===== src/sv/fcull_pkg.sv =====
// Package for the frustum cull test core: query word type, op codes, widths.
// No dependencies; used by every module of the block.
package fcull_pkg;

   localparam int COORD_W         = 16;
   localparam int RADIUS_W        = 15;
   localparam int PLANE_W         = 64;
   localparam int PROD_W          = 32;
   localparam int BIAS_W          = 31;
   localparam int DIST_W          = 36;
   localparam int FRAC_SHIFT      = 14;
   localparam int REG_COUNT       = 6;
   localparam int REG_IDX_W       = 3;
   localparam int CSR_ADDR_W      = 6;
   localparam int PLANE_COUNT_DEF = 6;

   typedef enum logic [1:0] {
      OP_POINT  = 2'd0,
      OP_SPHERE = 2'd1,
      OP_BOX    = 2'd2,
      OP_NONE   = 2'd3
   } op_type;

   // One query as it travels along the row of plane cells.
   typedef struct packed {
      logic                valid;
      logic [1:0]          op;
      logic [COORD_W-1:0]  pos_x;
      logic [COORD_W-1:0]  pos_y;
      logic [COORD_W-1:0]  pos_z;
      logic [COORD_W-1:0]  max_x;
      logic [COORD_W-1:0]  max_y;
      logic [COORD_W-1:0]  max_z;
      logic [RADIUS_W-1:0] radius;
      logic                in_view;
   } query_type;

endpackage


===== src/sv/fcull_csr.sv =====
// APB-style register file holding the six packed plane registers.
// Depends on fcull_pkg.
module fcull_csr import fcull_pkg::*; (
   input  logic                  clock,
   input  logic                  reset,
   input  logic                  psel,
   input  logic                  penable,
   input  logic                  pwrite,
   input  logic [CSR_ADDR_W-1:0] paddr,
   input  logic [PLANE_W-1:0]    pwdata,
   output logic [PLANE_W-1:0]    prdata,
   output logic                  pready,
   output logic [PLANE_W-1:0]    planes [REG_COUNT]
);

   logic [PLANE_W-1:0]   plane_ff [REG_COUNT];
   logic [REG_IDX_W-1:0] reg_idx;
   logic                 idx_ok;
   logic                 wr_en;

   // Registers sit on 8-byte boundaries.
   assign reg_idx = paddr[CSR_ADDR_W-1:3];
   assign idx_ok  = (reg_idx < REG_IDX_W'(REG_COUNT));
   assign wr_en   = psel && penable && pwrite && idx_ok;
   assign pready  = 1'b1;

   always_ff @(posedge clock) begin
      if (reset) begin
         for (int i = 0; i < REG_COUNT; i++) begin
            plane_ff[i] <= '0;
         end
      end else if (wr_en) begin
         plane_ff[reg_idx] <= pwdata;
      end
   end

   always_comb begin
      prdata = '0;
      if (idx_ok) begin
         prdata = plane_ff[reg_idx];
      end
   end

   assign planes = plane_ff;

endmodule


===== config.mk =====
export PLATFORM = sky130hd
export DESIGN_NAME = fcull_csr
export DESIGN_NICKNAME = d
export VERILOG_FILES = /design/src/sv/fcull_pkg.sv /design/src/sv/fcull_csr.sv
export SDC_FILE = /design/constraint.sdc
export NUM_CORES = 1
export LEC_CHECK = 0
export ABC_CLOCK_PERIOD_IN_PS = 1700
export BUFFER_PORTS_ARGS = -buffer_cell sky130_fd_sc_hd__buf_2
export CAP_MARGIN = 20
export CORE_AREA = 2 2 202 204
export CTS_BUF_LIST = sky130_fd_sc_hd__clkbuf_4 sky130_fd_sc_hd__clkbuf_8
export DETAILED_ROUTE_END_ITERATION = 8
export DIE_AREA = 0 0 204 206
export PLACE_DENSITY = 0.74
export SETUP_SLACK_MARGIN = 0.1
export SYNTH_ARGS = -nofsm -noshare
export SYNTH_HDL_FRONTEND = slang
export SYNTH_SLANG_ARGS = --single-unit

===== constraint.sdc =====
create_clock -name clock -period 1.7 [get_ports clock]
set_input_delay 0.34 -clock clock [delete_from_list [all_inputs] [get_ports clock]]
set_output_delay 0.34 -clock clock [all_outputs]
set_load 0.03 [all_outputs]

==> run_results.csv <==
group,metric,value,unit
run_status,status,"finished, violations left",
run_status,violations,"setup timing",
global_route,grt_usage,35.36,%
clock_network,htreeDepth,3,
detailed_routing,drtAntennaViolNets,0,
final_layout,synthToLayoutAreaGrowth,52.08,%
detailed_routing,top_layer_used,"met4",
floorplanning,rows,74,
detailed_routing,avgRoutedWirePerCell,24.69,um
timing,fin_ws,-382.9,ps
yosys,synthCells,1856,
floorplanning,io_pins,524,
timing,finClkSkew,0,ps
yosys,synth-edff-count,0,
power,leakagePower,0.01320,uW
floorplanning,die_x,204,um
worst_hold_path,min_delay_path_depth,3,
global_route,grt_max_degree,63,
final_layout,post-route-util,68.67,%
global_route,grt_overflow_total,0,
power,power_density,728.9,mW/mm^2
detailed_routing,route.met2.wl,36360,um
clock_network,clock_latency,610,ps
placed_design,dpl_cell_area,0.02321,mm^2
final_layout,drive_gt1_share,48.60,%
placed_design,pre_cts_ws,-553.9,ps
timing,tns,-17970,ps
floorplanning,initial_core_util,45.16,%
timing,timing.final.crit_share,122.5,%
timing,finalHoldViolCount,0,
timing,period_needed,2083,ps
clock_network,clockBufferDepth,3,
worst_hold_path,hold_start,"pwdata[35]",
clock_network,cts_root_buffer,"clkbuf_8",
timing,tightest_slew,564.1,ps
worst_setup_path,cp-end-kind,"primary output",
worst_setup_path,r2r_start,"planes[281]",
yosys,synth_seq_cells,384,
detailed_routing,routed-wl-met3,7364,um
detailed_routing,wirelength,78340,um
worst_setup_path,critPathKind,"flip-flop to primary output",
detailed_routing,wl_met1,29950,um
detailed_routing,via_per_inst,5.933,
final_layout,fin_area,0.02759,mm^2
final_layout,layout_common_cells,"nand2b_1, buf_2, mux2i_1, buf_4, dfxtp_1",
yosys,async_flop_share,0,%
timing,setup_viol,64,
yosys,yosysSeqAreaShare,42.37,%
detailed_routing,vias,18830,
worst_hold_path,hp-class,"input port to flip-flop",
floorplanning,coreArea,0.04018,mm^2
detailed_routing,drt-pass1-iter-count,5,
yosys,ys_types,42,
final_layout,largest_reg_flops,384,
yosys,syn_nets,1931,
timing,rsz0062_at_grt,"true",
yosys,yosysWarnings,0,
global_route,antenna_found_initial,3,
yosys,synth_ff_type,"dfxtp_1",
timing,slew_headroom,62.39,%
worst_setup_path,crit_required,1360,ps
detailed_routing,route.detailed.drc,0,
worst_setup_path,reg2regPathDepth,2,
power,vdd_drop_max,535.1,uV
run,cap_viol_max_count,0,
power,total_power,20110,uW
placed_design,port_buffers,519,
clock_network,cts_tree,"done",
floorplanning,die_y,206,um
clock_network,cts.clk_slew.worst_paths,60,ps
worst_setup_path,start_kind,"flip-flop",
timing,max_freq,0.4801,GHz
worst_setup_path,crit_start,"planes[314]",
placed_design,gp_congestion,0.9045,
global_route,grt_pass1_vias,18790,
floorplanning,dieArea,0.04202,mm^2
clock_network,cts_buffers,66,
worst_setup_path,cp_max_fo,3,
global_route,grt_pass1_wl,113300,um
yosys,syn_area_per_cell,9.776,um^2
final_layout,layout_commonest_cell,"nand2b_1",
yosys,syn_area,0.01814,mm^2
final_layout,final_nets,2675,
timing,maxSlewViolCount,0,
clock_network,cts_sinks,384,
worst_setup_path,cp.arrival,1740,ps
detailed_routing,dr.first_iter.drc_count,1575,
placed_design,dp_hpwl,51320,um
[cell families (layout without fill, tap and decap cells)]
kind of cell,count (synthesis),after routing,synth area share (%)
flip-flops,384,384,42.37
buffers and inverters,204,986,6.316
multiplexers,371,371,20.81
AO/OA/AOI/OAI,410,410,14.52
other,1,4,0.02067
AND/OR/NAND/NOR,486,486,15.97
[through the flow]
step | hold slack [ps] | std cells
after floorplan | 487.7 | 1856
after global placement | 470.9 | 2896
after detailed placement | 477.1 | 2896
after CTS | 5.876 | 3155
after global routing | 25.48 | 3173
final | 26.78 | 3173
[path summary, 6_finish.rpt]
check	end	slack (ps)
worst max register to register	planes[281]	830
worst max-delay path	prdata[58]	-380
worst min register to register	planes[371]	470
worst min-delay path	planes[355]	30
[repair_timing]
action,in CTS,in global routing
pin swaps,62,43
gates resized for setup,437,153
gates cloned,5,0
hold buffers,57,0
setup endpoints to repair,113,123
endpoints found under the hold margin,90,0
setup buffers,91,19
[critical path, cell delays in order, from the launching register on]
cell and delay, ps:
dfxtp_2 360, mux2_4 270, a221o_2 350, buf_6 150
[synth_stat cells (all sizes together) (5+ instances only)]
master	count	area, um^2
a2bb2oi	27	236.5
nand2	18	87.58
nand2b	322	2014
nor2b	5	38.78
o21ai	114	570.6
dfxtp	384	7687
mux2i	321	3213
a22oi	40	300.3
o22ai	27	168.9
o31ai	18	135.1
a221o	19	190.2
a21oi	110	550.5
mux2	50	563.0
nand3	110	550.5
a22o	9	78.83
o32ai	9	78.83
clkbuf	82	307.8
o221ai	5	43.79
o2bb2ai	10	87.58
inv	19	71.32
buf	103	767.0
o211ai	9	67.56
or3	18	112.6
o32a	9	90.09
[cell type report]
type | instances | area (um^2)
tap | 532 | 665.6
timing repair buffer | 861 | 7123
sequential | 384 | 7898
inverter | 19 | 71.32
multi-input combinational | 1268 | 10520
fill | 2838 | 12590
clock inverter | 8 | 70.07
antenna | 3 | 7.507
clock buffer | 98 | 1236
[metal layers]
layer,global-route usage [%],up-vias
li1,-,8138
met1,42.92,9092
met2,57.35,1287
met3,8.199,309
met4,20.94,0
met5,0,-
[report_power, final]
part / internal [uW] / switching [uW]
combinational: 1040 / 1370
clock: 4760 / 3820
sequential: 9060 / 63.4
total: 14900 / 5250
No activity file was read; power rests on OpenSTA's default activity.
