## config.mk

```make
export PLATFORM = sky130hd
export DESIGN_NAME = fcull_cell
export DESIGN_NICKNAME = d
export VERILOG_FILES = /design/src/sv/fcull_pkg.sv /design/src/sv/fcull_cell.sv
export SDC_FILE = /design/constraint.sdc
export NUM_CORES = 2
export LEC_CHECK = 0
export CORE_MARGIN = 3
export CORE_UTILIZATION = 56
export DETAILED_ROUTE_END_ITERATION = 16
export DONT_BUFFER_PORTS = 1
export PLACE_DENSITY = 0.71
export SETUP_SLACK_MARGIN = 0.15
export SLEW_MARGIN = 20
export SYNTH_ARGS = -nofsm -noshare
export SYNTH_HDL_FRONTEND = slang
export SYNTH_SLANG_ARGS = --single-unit
export TNS_END_PERCENT = 5
```

## constraint.sdc

```tcl
create_clock -name clock -period 12.4 [get_ports clock]
set_clock_uncertainty 0.1 [all_clocks]
set_input_delay 3.1 -clock clock [delete_from_list [all_inputs] [get_ports clock]]
set_output_delay 3.1 -clock clock [all_outputs]
set_load 0.1 [all_outputs]
```

## src/sv/fcull_pkg.sv

```systemverilog
// Package for the frustum cull test core: query word type, op codes, widths.
// No dependencies; used by every module of the block.
package fcull_pkg;

   localparam int COORD_W         = 16;
   localparam int RADIUS_W        = 15;
   localparam int PLANE_W         = 64;
   localparam int PROD_W          = 32;
   localparam int BIAS_W          = 31;
   localparam int DIST_W          = 36;
   localparam int FRAC_SHIFT      = 14;
   localparam int REG_COUNT       = 6;
   localparam int REG_IDX_W       = 3;
   localparam int CSR_ADDR_W      = 6;
   localparam int PLANE_COUNT_DEF = 6;

   typedef enum logic [1:0] {
      OP_POINT  = 2'd0,
      OP_SPHERE = 2'd1,
      OP_BOX    = 2'd2,
      OP_NONE   = 2'd3
   } op_type;

   // One query as it travels along the row of plane cells.
   typedef struct packed {
      logic                valid;
      logic [1:0]          op;
      logic [COORD_W-1:0]  pos_x;
      logic [COORD_W-1:0]  pos_y;
      logic [COORD_W-1:0]  pos_z;
      logic [COORD_W-1:0]  max_x;
      logic [COORD_W-1:0]  max_y;
      logic [COORD_W-1:0]  max_z;
      logic [RADIUS_W-1:0] radius;
      logic                in_view;
   } query_type;

endpackage

```

## src/sv/fcull_cell.sv

```systemverilog
// One plane cell: two register stages that test the passing query
// against a single plane and fold the verdict into its in_view flag.
// Depends on fcull_pkg.
module fcull_cell import fcull_pkg::*; (
   input  logic               clock,
   input  logic               reset,
   input  logic [PLANE_W-1:0] plane,
   input  query_type          query_in,
   output query_type          query_out
);

   logic signed [COORD_W-1:0] nx, ny, nz, dofs;
   logic                      is_box, is_sphere;
   logic [COORD_W-1:0]        vx, vy, vz;

   query_type                 qa_in, qa_ff;
   logic signed [PROD_W-1:0]  prod_x_in, prod_y_in, prod_z_in;
   logic signed [PROD_W-1:0]  prod_x_ff, prod_y_ff, prod_z_ff;
   logic signed [BIAS_W-1:0]  bias_in, bias_ff;

   logic signed [DIST_W-1:0]  dist_sum;
   logic                      tested;
   query_type                 qb_in, qb_ff;

   assign nx   = $signed(plane[15:0]);
   assign ny   = $signed(plane[31:16]);
   assign nz   = $signed(plane[47:32]);
   assign dofs = $signed(plane[63:48]);

   assign is_box    = (query_in.op == OP_BOX);
   assign is_sphere = (query_in.op == OP_SPHERE);

   // For a box the p-vertex takes the max corner where the normal is not negative.
   assign vx = (is_box && !nx[COORD_W-1]) ? query_in.max_x : query_in.pos_x;
   assign vy = (is_box && !ny[COORD_W-1]) ? query_in.max_y : query_in.pos_y;
   assign vz = (is_box && !nz[COORD_W-1]) ? query_in.max_z : query_in.pos_z;

   always_comb begin
      qa_in     = query_in;
      prod_x_in = nx * $signed(vx);
      prod_y_in = ny * $signed(vy);
      prod_z_in = nz * $signed(vz);
      // The sphere radius moves the rejection threshold, so it joins the offset.
      bias_in   = $signed({dofs[COORD_W-1], dofs, {FRAC_SHIFT{1'b0}}})
                + (is_sphere ? $signed({2'b00, query_in.radius, {FRAC_SHIFT{1'b0}}})
                             : BIAS_W'(0));
   end

   always_ff @(posedge clock) begin
      if (reset) begin
         qa_ff.valid <= 1'b0;
      end else begin
         qa_ff     <= qa_in;
         prod_x_ff <= prod_x_in;
         prod_y_ff <= prod_y_in;
         prod_z_ff <= prod_z_in;
         bias_ff   <= bias_in;
      end
   end

   always_comb begin
      dist_sum = DIST_W'(prod_x_ff) + DIST_W'(prod_y_ff)
               + DIST_W'(prod_z_ff) + DIST_W'(bias_ff);
      tested = (qa_ff.op == OP_POINT) || (qa_ff.op == OP_SPHERE) || (qa_ff.op == OP_BOX);
      qb_in         = qa_ff;
      qb_in.in_view = qa_ff.in_view && !(tested && dist_sum[DIST_W-1]);
   end

   always_ff @(posedge clock) begin
      if (reset) begin
         qb_ff.valid <= 1'b0;
      end else begin
         qb_ff <= qb_in;
      end
   end

   assign query_out = qb_ff;

endmodule

```

==> results.md <==
* Vias in the first global route at 29090
* DIE HEIGHT at 283 um
* CTS Hold Bufs at 0
* Initial antenna violation count at 10
* DPL Wire Length at 76800 um
* Drt via density at 5.43
* FFs w/ async S/R, synth at 0%
* First-pass GRT wire length at 156000 um
* Syn Nets at 5209
* Max-Cap Viols at 0
* Register area at 10300 um^2
* CTS clk-pin slew, worst paths at 0.07 ns
* Total Routed Length at 95900 um
* Max_slew headroom at 29.4%
* Setup TNS at 0 ns
* I/O pin count at between 200 and 300
* Status: complete, no violations
* Met2 wire len at 48300 um
* WL met3 at around 6000 um
* Antenna viol nets, final at 0
* Pre-antenna DRT Iters at 5
* Post-CTS sizing at 0
* Sequential share of the synthesized area at 23.9%
* M1 WL at 38400 um
* Std cell rows at 100
* Syn_area_per_cell at 11.0 um^2
* GRT Total Usage at 25.3%
* Postcts setup bufs at 0
* Yosys top cell by area: fa_1
* Initial DRC count at roughly 1500
* Crit end category: flop
* Max clock buf depth at 3
* Final Hold Vio Count at 0
* Fillers at roughly 6200
* Clk root buf: clkbuf_16
* Core area at roughly 75000 um^2
* H-tree levels at 2
* Crit Path Max Fanout at 15
* Vias at about 27000
* Port Buffers at 0
* Startpoint class of the critical path: primary input
* Total CTS buffers at 39
* Final nets at ~5200
* Area Overhead vs Synth at 5.53%
* #FFs+latches synth at around 340
* Placer Congestion at 0.857
* Grt total ovfl at 0
* Yosys warns at 0
* Tmin final at 10.20 ns
* Worst skew pair latency at just under 0.6 ns
* Main synth FF type: edfxtp_1
* Die W at 283 um
* Distinct cell type count after synthesis at 69
* Most common cell after layout, fill and taps aside: inv_1
* Setup-failing EPs final at 0
* CTS tree: built
* Mapped Area at between 40000 and 50000 um^2
* Number of remaining DRC errors at 0
* CP Data Required Time at approximately 13 ns
* Final period utilization at 82.3%
* Unrepaired setup endpoints after global routing: no
* Crit path DAT at 10.41 ns
* Area contributors post-synth: fa_1 (39%), edfxtp_1 (24%), ha_1 (8.9%), inv_1 (7.5%), nor2b_1 (3.4%)
* Initial core utilization at 57.1%
* Number of synthesized flops with an enable pin at 341
* # clock sinks at approximately 340
* Pins Over Slew Limit at 0
* Largest net degree at the start of global routing at 116
* HP Class: reg -> reg
* Avg WL per Cell at approximately 20 um
* Syn Inst Count at 3886
* Critical path class: in -> reg
* Share of the synthesized area in the top cell type at approximately two fifths
* Die Area at 80000 um^2
* Multi-input gate area at 29000 um^2
* Layout cell share with drive strength beyond 1 at 3.95%
* Highest routed layer: met5
* Most frequent cells in the layout: inv_1 (858), fa_1 (837), nand2_1 (356)
* Max Freq at 0.0980 GHz
* Worst Max-Slew Pin Slew at between 1 and 1.5 ns
Yosys cell counts, drive strengths merged, types with 24 or more instances:
cell type  number
edfxtp        341
inv           859
nor2           99
xor2           24
mux2           32
nand2b         33
nor3           27
a21o           37
nor2b         230
fa            837
nand2         356
ha            305
clkbuf        101
xnor2          89
nand3          27
o21ai          46
a21oi          65
and2          192
metrics by stage:
step / cell area, um^2 / std cells / setup slack (ns) / hold WS (ns) / utilization [%]
after global placement: 44000 / 4829 / 1.75 / 0.300 / 58.6
after global routing: 45300 / 4908 / 1.80 / 0.315 / 60.3
after floorplan: 42900 / 3886 / 1.95 / 0.300 / -
after CTS: 45300 / 4896 / 2.21 / 0.307 / 60.2
final: 45300 / 4909 / 2.20 / 0.305 / 60.3
after detailed placement: 44000 / 4829 / 1.61 / 0.305 / 58.6
cells by family after synthesis:
family          synth area share [%]
flops                           23.9
buf+inv                         8.45
xor+xnor                        2.31
mux                             1.35
compound gates                  3.83
fa+ha+maj                       47.9
simple gates                    12.2
path summary, 6_finish.rpt:
| path | start | endpoint | slack, ns | cells after the start |
|---|---|---|---|---|
| setup / recovery | query_in[112] | prod_y_ff[28] | 2.20 | 26 |
| hold / removal | qa_ff[58] | query_out[58] | 0.31 | 0 |
| setup reg to reg | prod_x_ff[19] | query_out[0] | 8.81 | 12 |
| hold reg to reg | qa_ff[58] | query_out[58] | 0.31 | 0 |
routing by layer:
metal | vias to the layer above | global-route usage (%)
li1 | 11873 | -
met5 | - | 0
met4 | 4 | 8.52
met1 | 13728 | 33.4
met3 | 202 | 4.48
met2 | 833 | 42.7
cell type report:
class	instances	area share (%)
clock inverter	22	0.494
tap	1020	2.82
inverter	859	7.13
multi-input combinational	2579	64.1
sequential	343	22.7
clock buffer	45	2.25
antenna	13	0.0718
timing repair buffer	28	0.464
state kept, by name, summed over array words and instances (netlist names):
signal,count
qa_ff,115
query_out,115
prod_x_ff,32
prod_y_ff,32
prod_z_ff,32
bias_ff,17
worst max-delay path: stages:
cell       delay (ns)
nand2b_1         0.13
buf_4            0.19
nor2_2           0.60
buf_4            0.27
mux2_2           0.47
and2_1           0.23
fa_1             0.52
inv_1            0.06
fa_1             0.54
inv_1            0.05
fa_1             0.38
fa_1             0.43
fa_1             0.52
inv_1            0.05
fa_1             0.47
inv_1            0.04
ha_1             0.35
a2111oi_0        0.46
o21ai_0          0.20
a31o_2           0.26
a21oi_1          0.20
o21ai_0          0.11
a32oi_1          0.29
and2b_1          0.22
a22oi_1          0.09
xor2_1           0.16
Power is left out: the tool's default activity adds up to more than one toggle a clock period on the data nets, which glitch-free logic cannot reach.
